===== src/blm_pkg.sv =====
// Package for the battery level monitor: window size, field widths,
// scaling constants, register indexes and the divider control structs.
// No dependencies.
package blm_pkg;

   localparam int WINDOW        = 20;
   localparam int ADC_BITS      = 10;
   localparam int ADC_MAX       = (1 << ADC_BITS) - 1;
   localparam int FULL_SCALE_MV = 3300;
   localparam int NOISE_FLOOR   = 10;
   localparam int LEVEL_MAX     = 1000;

   localparam int MV_W    = 12;
   localparam int LVL_W   = 10;
   localparam int HYST_W  = 10;
   localparam int WPOS_W  = (WINDOW > 1) ? $clog2(WINDOW) : 1;
   localparam int SUM_W   = $clog2(ADC_MAX * WINDOW + 1);
   localparam int AVG_DIV = ADC_MAX * WINDOW;
   localparam int PROD_W  = $clog2(AVG_DIV * FULL_SCALE_MV + 1);
   localparam int DIV_W   = $clog2(AVG_DIV + 1);
   localparam int REM_W   = DIV_W + 1;
   localparam int Q_W     = MV_W;
   localparam int CNT_W   = $clog2(Q_W + 1);
   localparam int LVL_PROD_W = MV_W + LVL_W;

   localparam int CSR_IDX_W  = 2;
   localparam int CSR_DATA_W = MV_W;

   localparam logic [CSR_IDX_W-1:0] CSR_EMPTY = 2'd0;
   localparam logic [CSR_IDX_W-1:0] CSR_FULL  = 2'd1;
   localparam logic [CSR_IDX_W-1:0] CSR_HYST  = 2'd2;

   localparam logic [MV_W-1:0]   EMPTY_RESET = 12'd2654;
   localparam logic [MV_W-1:0]   FULL_RESET  = 12'd3008;
   localparam logic [HYST_W-1:0] HYST_RESET  = 10'd5;

   typedef struct packed {
      logic             start;
      logic [CNT_W-1:0] steps;
      logic [REM_W-1:0] rem_init;
      logic [Q_W-1:0]   low_init;
      logic [DIV_W-1:0] divisor;
   } div_req_type;

   typedef struct packed {
      logic           done;
      logic [Q_W-1:0] quotient;
   } div_rsp_type;

endpackage


===== src/battery_level_monitor_unit.sv =====
// Battery level monitor top level: sample ring, running sum, sequencer,
// hysteresis and result register. Depends on blm_pkg and blm_div.
//
// Usage: one ADC sample is a beat on the req_ channel (valid/ready). Each
// beat yields one rsp_ beat carrying the window average in millivolts and
// the held charge level in tenths of a percent. The csr_ port writes the
// empty level, full level and hysteresis; write only while idle.
// The level needs no division when a compare settles it (average at or
// below empty, full at or below empty, or average at or above full). Both
// divisions run on one bit-serial divider, 12 steps for the average and 10
// for the level; that divider sets the rate. One sample is in work at a
// time; req_ready returns the cycle after the result register loads. A
// stalled receiver holds the result register; the next sample may be
// accepted meanwhile and completes once the register frees.
// Reset: registers return to their reset values, the ring is unprimed and
// the first sample after reset fills the whole window.
module battery_level_monitor_unit (
   input  logic                             clock,
   input  logic                             reset,
   input  logic                             req_valid,
   output logic                             req_ready,
   input  logic [blm_pkg::ADC_BITS-1:0]     req_adc_sample,
   output logic                             rsp_valid,
   input  logic                             rsp_ready,
   output logic [blm_pkg::MV_W-1:0]         rsp_avg_voltage_mv,
   output logic [blm_pkg::LVL_W-1:0]        rsp_level_tenths,
   input  logic                             csr_we,
   input  logic [blm_pkg::CSR_IDX_W-1:0]    csr_index,
   input  logic [blm_pkg::CSR_DATA_W-1:0]   csr_wdata
);

   typedef enum logic [3:0] {
      ST_IDLE, ST_ACCUM, ST_SCALE, ST_AVG_GO, ST_AVG_WAIT,
      ST_LEVEL, ST_LVL_GO, ST_LVL_WAIT, ST_HOLD, ST_EMIT
   } state_type;

   state_type                          state_ff, state_in;
   logic [blm_pkg::ADC_BITS-1:0]       ring_ff [blm_pkg::WINDOW];
   logic [blm_pkg::ADC_BITS-1:0]       ring_in [blm_pkg::WINDOW];
   logic [blm_pkg::WPOS_W-1:0]         wpos_ff, wpos_in;
   logic [blm_pkg::SUM_W-1:0]          sum_ff, sum_in;
   logic                               primed_ff, primed_in;
   logic [blm_pkg::LVL_W-1:0]          held_ff, held_in;
   logic [blm_pkg::MV_W-1:0]           empty_ff, empty_in;
   logic [blm_pkg::MV_W-1:0]           full_ff, full_in;
   logic [blm_pkg::HYST_W-1:0]         hyst_ff, hyst_in;
   logic [blm_pkg::ADC_BITS-1:0]       sample_ff, sample_in;
   logic [blm_pkg::PROD_W-1:0]         prod_ff, prod_in;
   logic [blm_pkg::MV_W-1:0]           avg_ff, avg_in;
   logic [blm_pkg::LVL_W-1:0]          lvl_ff, lvl_in;
   logic                               rsp_valid_ff, rsp_valid_in;
   logic [blm_pkg::MV_W-1:0]           rsp_avg_ff, rsp_avg_in;
   logic [blm_pkg::LVL_W-1:0]          rsp_lvl_ff, rsp_lvl_in;

   blm_pkg::div_req_type               div_req;
   blm_pkg::div_rsp_type               div_rsp;

   logic [blm_pkg::ADC_BITS-1:0]       old_sample;
   logic [blm_pkg::SUM_W-1:0]          base_sum;
   logic [blm_pkg::MV_W-1:0]           span;
   logic [blm_pkg::MV_W-1:0]           delta;
   logic [blm_pkg::LVL_PROD_W-1:0]     lvl_prod;
   logic [blm_pkg::LVL_W-1:0]          diff;

   blm_div u_div (
      .clock (clock),
      .reset (reset),
      .req   (div_req),
      .rsp   (div_rsp)
   );

   assign span     = full_ff - empty_ff;
   assign delta    = avg_ff - empty_ff;
   assign lvl_prod = blm_pkg::LVL_PROD_W'(delta) * blm_pkg::LVL_PROD_W'(blm_pkg::LEVEL_MAX);
   assign diff     = (lvl_ff >= held_ff) ? (lvl_ff - held_ff) : (held_ff - lvl_ff);

   always_comb begin
      if (primed_ff) begin
         old_sample = ring_ff[wpos_ff];
         base_sum   = sum_ff;
      end else begin
         old_sample = sample_ff;
         base_sum   = blm_pkg::SUM_W'(sample_ff) * blm_pkg::SUM_W'(blm_pkg::WINDOW);
      end
   end

   always_comb begin
      state_in     = state_ff;
      ring_in      = ring_ff;
      wpos_in      = wpos_ff;
      sum_in       = sum_ff;
      primed_in    = primed_ff;
      held_in      = held_ff;
      empty_in     = empty_ff;
      full_in      = full_ff;
      hyst_in      = hyst_ff;
      sample_in    = sample_ff;
      prod_in      = prod_ff;
      avg_in       = avg_ff;
      lvl_in       = lvl_ff;
      rsp_valid_in = rsp_valid_ff;
      rsp_avg_in   = rsp_avg_ff;
      rsp_lvl_in   = rsp_lvl_ff;

      div_req.start    = 1'b0;
      div_req.steps    = blm_pkg::CNT_W'(blm_pkg::Q_W);
      div_req.rem_init = blm_pkg::REM_W'(prod_ff[blm_pkg::PROD_W-1:blm_pkg::Q_W]);
      div_req.low_init = prod_ff[blm_pkg::Q_W-1:0];
      div_req.divisor  = blm_pkg::DIV_W'(blm_pkg::AVG_DIV);

      if (csr_we) begin
         unique case (csr_index)
            blm_pkg::CSR_EMPTY: empty_in = csr_wdata;
            blm_pkg::CSR_FULL:  full_in  = csr_wdata;
            blm_pkg::CSR_HYST:  hyst_in  = csr_wdata[blm_pkg::HYST_W-1:0];
            default: ;
         endcase
      end

      if (rsp_valid_ff && rsp_ready) begin
         rsp_valid_in = 1'b0;
      end

      unique case (state_ff)
         ST_IDLE: begin
            if (req_valid) begin
               sample_in = req_adc_sample;
               state_in  = ST_ACCUM;
            end
         end
         ST_ACCUM: begin
            if (!primed_ff) begin
               for (int k = 0; k < blm_pkg::WINDOW; k++) begin
                  ring_in[k] = sample_ff;
               end
            end
            sum_in           = base_sum - blm_pkg::SUM_W'(old_sample)
                               + blm_pkg::SUM_W'(sample_ff);
            ring_in[wpos_ff] = sample_ff;
            wpos_in          = (wpos_ff == blm_pkg::WPOS_W'(blm_pkg::WINDOW - 1))
                               ? '0 : wpos_ff + 1'b1;
            primed_in        = 1'b1;
            state_in         = ST_SCALE;
         end
         ST_SCALE: begin
            prod_in  = blm_pkg::PROD_W'(sum_ff) * blm_pkg::PROD_W'(blm_pkg::FULL_SCALE_MV);
            state_in = ST_AVG_GO;
         end
         ST_AVG_GO: begin
            div_req.start = 1'b1;
            state_in      = ST_AVG_WAIT;
         end
         ST_AVG_WAIT: begin
            if (div_rsp.done) begin
               avg_in   = (div_rsp.quotient < blm_pkg::MV_W'(blm_pkg::NOISE_FLOOR))
                          ? '0 : div_rsp.quotient;
               state_in = ST_LEVEL;
            end
         end
         ST_LEVEL: begin
            priority if (full_ff <= empty_ff || avg_ff <= empty_ff) begin
               lvl_in   = '0;
               state_in = ST_HOLD;
            end else if (delta >= span) begin
               lvl_in   = blm_pkg::LVL_W'(blm_pkg::LEVEL_MAX);
               state_in = ST_HOLD;
            end else begin
               prod_in  = blm_pkg::PROD_W'(lvl_prod);
               state_in = ST_LVL_GO;
            end
         end
         ST_LVL_GO: begin
            div_req.start    = 1'b1;
            div_req.steps    = blm_pkg::CNT_W'(blm_pkg::LVL_W);
            div_req.rem_init = blm_pkg::REM_W'(
                               prod_ff[blm_pkg::LVL_PROD_W-1:blm_pkg::LVL_W]);
            div_req.low_init = blm_pkg::Q_W'(prod_ff[blm_pkg::LVL_W-1:0])
                               << (blm_pkg::Q_W - blm_pkg::LVL_W);
            div_req.divisor  = blm_pkg::DIV_W'(span);
            state_in         = ST_LVL_WAIT;
         end
         ST_LVL_WAIT: begin
            if (div_rsp.done) begin
               lvl_in   = div_rsp.quotient[blm_pkg::LVL_W-1:0];
               state_in = ST_HOLD;
            end
         end
         ST_HOLD: begin
            if (diff >= hyst_ff) begin
               held_in = lvl_ff;
            end
            state_in = ST_EMIT;
         end
         ST_EMIT: begin
            if (!rsp_valid_ff || rsp_ready) begin
               rsp_valid_in = 1'b1;
               rsp_avg_in   = avg_ff;
               rsp_lvl_in   = held_ff;
               state_in     = ST_IDLE;
            end
         end
         default: state_in = ST_IDLE;
      endcase
   end

   always_ff @(posedge clock) begin
      if (reset) begin
         state_ff     <= ST_IDLE;
         wpos_ff      <= '0;
         sum_ff       <= '0;
         primed_ff    <= 1'b0;
         held_ff      <= '0;
         empty_ff     <= blm_pkg::EMPTY_RESET;
         full_ff      <= blm_pkg::FULL_RESET;
         hyst_ff      <= blm_pkg::HYST_RESET;
         rsp_valid_ff <= 1'b0;
      end else begin
         state_ff     <= state_in;
         wpos_ff      <= wpos_in;
         sum_ff       <= sum_in;
         primed_ff    <= primed_in;
         held_ff      <= held_in;
         empty_ff     <= empty_in;
         full_ff      <= full_in;
         hyst_ff      <= hyst_in;
         rsp_valid_ff <= rsp_valid_in;
      end
      ring_ff    <= ring_in;
      sample_ff  <= sample_in;
      prod_ff    <= prod_in;
      avg_ff     <= avg_in;
      lvl_ff     <= lvl_in;
      rsp_avg_ff <= rsp_avg_in;
      rsp_lvl_ff <= rsp_lvl_in;
   end

   assign req_ready          = (state_ff == ST_IDLE);
   assign rsp_valid          = rsp_valid_ff;
   assign rsp_avg_voltage_mv = rsp_avg_ff;
   assign rsp_level_tenths   = rsp_lvl_ff;

endmodule


===== src/blm_div.sv =====
// Bit-serial restoring divider, one quotient bit per cycle.
// Depends on blm_pkg for widths and the request/response structs.
module blm_div (
   input  logic                clock,
   input  logic                reset,
   input  blm_pkg::div_req_type req,
   output blm_pkg::div_rsp_type rsp
);

   logic                       busy_ff, busy_in;
   logic                       done_ff, done_in;
   logic [blm_pkg::CNT_W-1:0]  cnt_ff, cnt_in;
   logic [blm_pkg::REM_W-1:0]  rem_ff, rem_in;
   logic [blm_pkg::Q_W-1:0]    low_ff, low_in;
   logic [blm_pkg::Q_W-1:0]    q_ff, q_in;
   logic [blm_pkg::DIV_W-1:0]  dvs_ff, dvs_in;
   logic [blm_pkg::REM_W-1:0]  shifted;

   assign shifted = {rem_ff[blm_pkg::REM_W-2:0], low_ff[blm_pkg::Q_W-1]};

   always_comb begin
      busy_in = busy_ff;
      done_in = 1'b0;
      cnt_in  = cnt_ff;
      rem_in  = rem_ff;
      low_in  = low_ff;
      q_in    = q_ff;
      dvs_in  = dvs_ff;
      if (req.start) begin
         busy_in = 1'b1;
         cnt_in  = req.steps;
         rem_in  = req.rem_init;
         low_in  = req.low_init;
         q_in    = '0;
         dvs_in  = req.divisor;
      end else if (busy_ff) begin
         low_in = {low_ff[blm_pkg::Q_W-2:0], 1'b0};
         if (shifted >= {1'b0, dvs_ff}) begin
            rem_in = shifted - {1'b0, dvs_ff};
            q_in   = {q_ff[blm_pkg::Q_W-2:0], 1'b1};
         end else begin
            rem_in = shifted;
            q_in   = {q_ff[blm_pkg::Q_W-2:0], 1'b0};
         end
         cnt_in = cnt_ff - 1'b1;
         if (cnt_ff == blm_pkg::CNT_W'(1)) begin
            busy_in = 1'b0;
            done_in = 1'b1;
         end
      end
   end

   always_ff @(posedge clock) begin
      if (reset) begin
         busy_ff <= 1'b0;
         done_ff <= 1'b0;
         cnt_ff  <= '0;
      end else begin
         busy_ff <= busy_in;
         done_ff <= done_in;
         cnt_ff  <= cnt_in;
      end
      rem_ff <= rem_in;
      low_ff <= low_in;
      q_ff   <= q_in;
      dvs_ff <= dvs_in;
   end

   assign rsp.done     = done_ff;
   assign rsp.quotient = q_ff;

endmodule


===== config.mk =====
export PLATFORM = sky130hd
export DESIGN_NAME = battery_level_monitor_unit
export DESIGN_NICKNAME = d
export VERILOG_FILES = /design/src/blm_pkg.sv /design/src/battery_level_monitor_unit.sv /design/src/blm_div.sv
export SDC_FILE = /design/constraint.sdc
export NUM_CORES = 1
export LEC_CHECK = 0
export ABC_AREA = 1
export BUFFER_PORTS_ARGS = -buffer_cell sky130_fd_sc_hd__buf_2
export CORE_MARGIN = 2
export CORE_UTILIZATION = 60
export DETAILED_ROUTE_END_ITERATION = 8
export PLACE_DENSITY = 0.8
export SLEW_MARGIN = 20
export SYNTH_ARGS = -nofsm -noshare
export SYNTH_HDL_FRONTEND = slang
export SYNTH_SLANG_ARGS = --single-unit

===== constraint.sdc =====
create_clock -name clock -period 7.43 [get_ports clock]
set_input_delay 0.3715 -clock clock [delete_from_list [all_inputs] [get_ports clock]]
set_output_delay 0.3715 -clock clock [all_outputs]
set_load 0.02 [all_outputs]

# == Yosys cells after proc, flatten, opt, wreduce, memory -nomap -nowiden ==
# Cells that the tools add are included.
# op_classes
add_sub_neg,9
mul,3
div,0
n_lt_le_gt_ge,9
n_eq_ne,20
n_shift,0
mux,43
n_bitwise,2
reduce_logical,22
# op_table
operator,count
$mux W200,2
$bwmux W200,1
$mux W10,8
$mux W15,4
$mux W27,2
$pmux W27 S2,1
$bmux W10 S5,1
$demux W10 S5,1
$mux W46,1
$pmux W4 S10,1
$mux W4,8
$mul A15 B10 Y25 const B,1
$le A12 B12 Y1,2
$mux W12,2
$sub A12 B12 Y12,2
$ge A10 B10 Y1,2
$pmux W10 S2,1
$sub A10 B10 Y10,2
$mul A12 B7 Y19 const B,1
$eq A4 B3 Y1 const B,4
$ge A16 B15 Y1,1
$add A15 B10 Y15,1
$sub A15 B10 Y15,1
$sub A15 B15 Y15,1
31 further kinds,57
# totals
register_bits,411
latch_bits,0
mem_bits_rw,0
rom_bits,0
input_bits,29
output_inout_bits,24
word_cells,151
memories,0

# == Logic depth before layout (Yosys ltp) ==
# logic_depth
depth_word,7
mapped_depth,32
ltp_nobuf,31

# == Hierarchy ==
# A second synthesis with hierarchy kept.
# unflattened
cells_unflattened,3142
hier_area_um2,27054.7
# by_module_without_submodules
mod,instances,cells_per_inst,area_each_um2,seq_area_each_um2
battery_level_monitor_unit,1,2685,23505.0,9779.4
blm_div,1,457,3549.7,1621.6

# == Worst setup path after synthesis ==
# No wires, ideal clock.
# synth_timing
path_type,reg2reg
from,reg avg_ff[3] in the netlist's numbering
to,reg prod_ff[19] in the netlist's numbering (data pin)
setup_ns,0.253
arrival_time_ns,4.942
required_time_ns,7.177
setup_slack_ns,2.235
stages_incl_launch_ff,29
n_path_buf,1
synth_period_minus_slack_ns,5.195
cell_sequence,edfxtp_1 ha_1 buf_6 nand2_1 inv_1 nand2_1 nand3_2 nand2_1 nand2_1 nand2_1 nand2_1 a21oi_1 or2_1 inv_2 nor2_1 o21bai_4 xor2_1 ha_1 fa_1 fa_1 ha_1 ha_1 a21oi_1 o21ai_0 a31oi_1 o41ai_1 or2_2 nand3_1 nand2_1
# synth_between
elab_chain_cells,5
# synth_lines
element,line,rtl
from (decl),battery_level_monitor_unit.sv:49,"logic [blm_pkg::MV_W-1:0] avg_ff, avg_in;"
from (signal assigned),battery_level_monitor_unit.sv:231,avg_ff <= avg_in;
$sub A12 B12 Y12,battery_level_monitor_unit.sv:73,assign delta = avg_ff - empty_ff;
$mul A12 B7 Y19,battery_level_monitor_unit.sv:74,assign lvl_prod = blm_pkg::LVL_PROD_W'(delta) * blm_pkg::LVL_PROD_W'(blm_pkg::LEVEL_MAX);
$mux W27,battery_level_monitor_unit.sv:164,end else if (delta >= span) begin
$mux W27,battery_level_monitor_unit.sv:161,priority if (full_ff <= empty_ff || avg_ff <= empty_ff) begin
$pmux W27 S2,battery_level_monitor_unit.sv:124,unique case (state_ff)
net prod_in (one bit),battery_level_monitor_unit.sv:48,"logic [blm_pkg::PROD_W-1:0] prod_ff, prod_in;"
to (signal assigned),battery_level_monitor_unit.sv:230,prod_ff <= prod_in;
to (decl),battery_level_monitor_unit.sv:48,
# The timed path passes the listed nets, and every way through them passes these cells. The select of a mux whose other input is x is not followed.
# A chain may end at the register's enable or synchronous reset.

# == Worst setup path after layout ==
# layout_timing
from,reg avg_ff[0] in the netlist's numbering
to,reg prod_ff[21] in the netlist's numbering (data pin)
# The elaborated chain is that of the path after synthesis.

==> results.env <==
YS_TYPES=62
SYNTHADDERAREAFRAC=0.177
SYNTH_TOP_FLOP_CELL='edfxtp_1'
CRITICAL-PATH-MAX-STAGE-DELAY_NS=0.55
SETUP.WORST_PATH.END_CLASS='flop'
FINALNETCOUNT=3310
RR_STARTPOINT='avg_ff[0]$_SDFFCE_PN0P_'
SYN_INST=2957
SETUP.WORST_PATH.CLASS='reg2reg'
HOLD_DEPTH=3
CTS_HTREE_LEVELS=2
DESIGN.PORTCOUNT=53
ACHIEVABLE-FREQUENCY_MHz=170
STD_CELL_ROWS=76
POSTLAYOUTCELLAREA_UM2=28500
GRT_PASS1_VIAS=20400
NON_FILLER_CELLS_IN_THE_FINISHED_LAYOUT=3584
WORSTHOLDPATHTYPE='in2reg'
POSTCTSRESIZEDCELLS=0
DIODES=0
GRTUSAGETOTAL=0.296
POWER.STATIC_LEAKAGE_uW=0.0126
FINALCRITICALPERIOD_NS=5.89
HEIGHT_OF_THE_DIE_UM=213
SYNTH.MUX.AREA_FRACTION=0.000765
DRV.MAX_CAP_VIOLATION_COUNT=0
REPORT.FINAL.SLEW_VIOL_COUNT=0
FINAL.PERIOD_UTILIZATION=0.792
DIEAREA_UM2=45300
RUN_STATUS='finished, final reports clean'
ROUTED_WIRE_LENGTH_PER_INSTANCE_UM=18.3
POST_CTS.REPAIR.SETUP_BUFFERS=0
ROUTE.VIAS.TOTAL=20900
GRT_SETUP_UNREPAIRED='false'
CRIT_PATH_CELL_TRACE='inv_1 > ha_1 > inv_1 > fa_1 > inv_1 > o21bai_4 > a21oi_4 > o21ai_0 > xor2_1 > fa_1 > fa_1 > inv_1 > fa_1 > ha_1 > ha_1 > nand2_1 > o41ai_1 > nand2_1 > nand2_1 > nand2_1 > a21oi_1 > o21ai_0'
REG2REG_SLACK_NS=1.54
ROUTED_WIRELENGTH_UM=65800
DPL-INSTANCE-AREA_UM2=26900
ROUTE.DETAILED.DRC=0
PATH_MAX_FANOUT=6
COMBINATIONAL_FAMILY_WITH_THE_MOST_AREA_AFTER_SYNTHESIS='adder cells'
SYNTH_SEQ_AREA_SHARE=0.431
FLOORPLAN.INITIALDENSITY=0.607
MAXIMUM_NUMBER_OF_PINS_ON_ONE_NET_BEFORE_GLOBAL_ROUTE_REPAIR=62
TIMING_HOLD_VIOLATIONS_FINAL=0
CTS_NUM_SINKS=405
SYN-MEAN-INSTANCE-AREA_UM2=8.85
DRTITER0DRC=2374
STARTPOINT='avg_ff[0]$_SDFFCE_PN0P_'
CTS_TREE='yes'
FRACTION_OF_REGISTERS_WITH_ASYNC_SET_RESET=0
SETUP_VIOLATIONS=0
SYN2LAYOUT_AREA_GROWTH_PCT=9.01
CTSROOTBUFFERMASTER='clkbuf_16'
GPL.FINAL_WEIGHTED_CONGESTION=0.928
ENDPOINT='prod_ff[21]$_DFFE_PP_'
INITIAL_ANTENNA_VIOLATION_COUNT=1
FINAL.SETUP.TNS_NS=0
CTS_MADE_BUFFERS=44
GRT_OVERFLOW=0
WORST_SETUP_PATH_START_KIND='flop'
PLACEABLECOREAREA_UM2=43100
SYNTH_SIMPLE_GATE_AREA_FRAC=0.155
HP-START='csr_wdata[11]'
DETAILED_PLACE_HPWL_UM=47000
TIGHTEST_SLEW_NS=1.10
SYNTH_CELL_AREA_UM2=26200
FIRST_PASS_GRT_WIRE_LENGTH_UM=105000
POST_DRT_VIA_CELL_RATIO=5.83
WORST-ENDPOINT-REQUIRED_NS=7.76
SYNTH_COMPOUND_GATE_AREA_SHARE=0.132
POSTSYNTHNETCOUNT=3304
FF2FF_PATH_DEPTH=22
SLEW_HEADROOM=0.264
POST_SYNTH_XOR_AREA_FRACTION=0.0220
DRT_FIRST_PASS_ITERS=6
HOLD_BUFFERS=10
PLACE_INST=3492
FINAL_LAYOUT_SIZE_SUFFIX_GT1_FRAC=0.0670
PORT_BUFFERS=52
CLOCK_LATENCY_NS=0.60
CLKTRANSATPATHREGS_NS=0.07
FINAL.SETUP_SKEW_NS=0.0353
POWER.DENSITY_CELL_AREA_nW_PER_UM2=488
YOSYS_WARNINGS=0
SYNTH_ENABLE_FLOP_CELLS=317
R2R_END='prod_ff[21]$_DFFE_PP_'
DRTANTENNAVIOLNETS=0
STANDARD_CELL_WITH_THE_MAXIMUM_STAGE_DELAY_ON_THE_CRITICAL_PATH='fa_1'
DIE_WIDTH_UM=213
CTS_BUFFER_DEPTH=3
POSTSYNTHREGISTERBITS=405
WORST_IR_DROP_VDD_V=0.000539
CP_DATA_ARRIVAL_TIME_NS=6.22
[flip-flops by register name, indices dropped and copies added (netlist names), 12 cells and up]
| register | cells |
|---|---|
| avg_ff | 12 |
| ring_ff | 200 |
| rsp_avg_voltage_mv | 12 |
| full_ff | 12 |
| sum_ff | 15 |
| empty_ff | 12 |
| u_div.rem_ff | 15 |
| u_div.q_ff | 12 |
| prod_ff | 25 |
| u_div.dvs_ff | 13 |
[power by group]
part,internal (µW),leakage [µW],switching [µW]
combinational,2750,0.00823,5060
sequential,3450,0.00365,289
clock,1400,0.000751,964
[area by class of cell]
cell class	count	area [µm²]
clock buffers	54	1190
clock inverters	28	367
fillers	3340	14600
inverters	428	1610
multi-input cells	1992	12800
flip-flops and latches	405	11300
well taps	585	732
repair buffers	92	586
[worst max-delay path: cells and delay by family, from the launching register on]
kind	cells	cell delay, ns
compound gates	6	1.15
buf+inv	4	0.37
xor+xnor	1	0.52
simple gates	4	0.38
flops	1	0.39
fa+ha+maj	7	2.81
[metal layers]
metal,GRT usage,vias up,wire (µm)
li1,-,9892,-
met1,0.406,9900,27200
met2,0.469,978,30400
met3,0.0668,140,6440
met4,0.0936,2,1770
met5,0,-,13
[Yosys cell counts, types with 62 or more instances]
master / number / area share
nand2_1: 381 / 0.055
o22ai_1: 62 / 0.015
o21ai_0: 235 / 0.045
a21oi_1: 193 / 0.037
nor2_1: 462 / 0.066
dfxtp_1: 88 / 0.067
fa_1: 88 / 0.067
edfxtp_1: 317 / 0.36
inv_1: 415 / 0.060
nand3_1: 79 / 0.015
ha_1: 230 / 0.11
clkbuf_1: 113 / 0.016
[stage by stage]
step           hold slack [ns]  power (µW)   util  worst slack [ns]
2_1_floorplan            0.426        9510      -              2.24
3_3_place_gp             0.412       11200  0.624              1.75
3_5_place_dp             0.418       11400  0.624              1.57
4_1_cts                 0.0314       13900  0.662              1.53
5_1_grt                 0.0647       15100  0.662              1.02
6_report                0.0466       13900  0.662              1.54
[worst min-delay path by stage]
stage / end
floorplan: rsp_avg_voltage_mv[0]$_DFFE_PP_
global placement: avg_ff[9]$_SDFFCE_PN0P_
detailed placement: avg_ff[9]$_SDFFCE_PN0P_
CTS: empty_ff[11]$_SDFFE_PP1P_
global route: empty_ff[11]$_SDFFE_PP1P_
finish: empty_ff[11]$_SDFFE_PP1P_
[placed cells by master (no fill, tap or decap), types with 21 or more instances in the layout]
cell type,count
nand2_1,381
buf_2,52
edfxtp_1,317
ha_1,230
clkbuf_16,45
xor2_1,43
inv_1,414
nand3_1,79
nand4_1,21
nor2_1,461
buf_4,30
dfxtp_1,87
a21oi_1,193
o21ai_0,235
fa_1,88
o22ai_1,62
[kinds of logic after synthesis]
logic type / count (synthesis)
and+or+nand+nor: 1000
AOI/OAI and AO/OA: 608
buffers and inverters: 560
DFF: 405
adders and majority gates: 318
xor gates and xnor gates: 64
muxes: 2
Power figures use the tool's default switching activity.
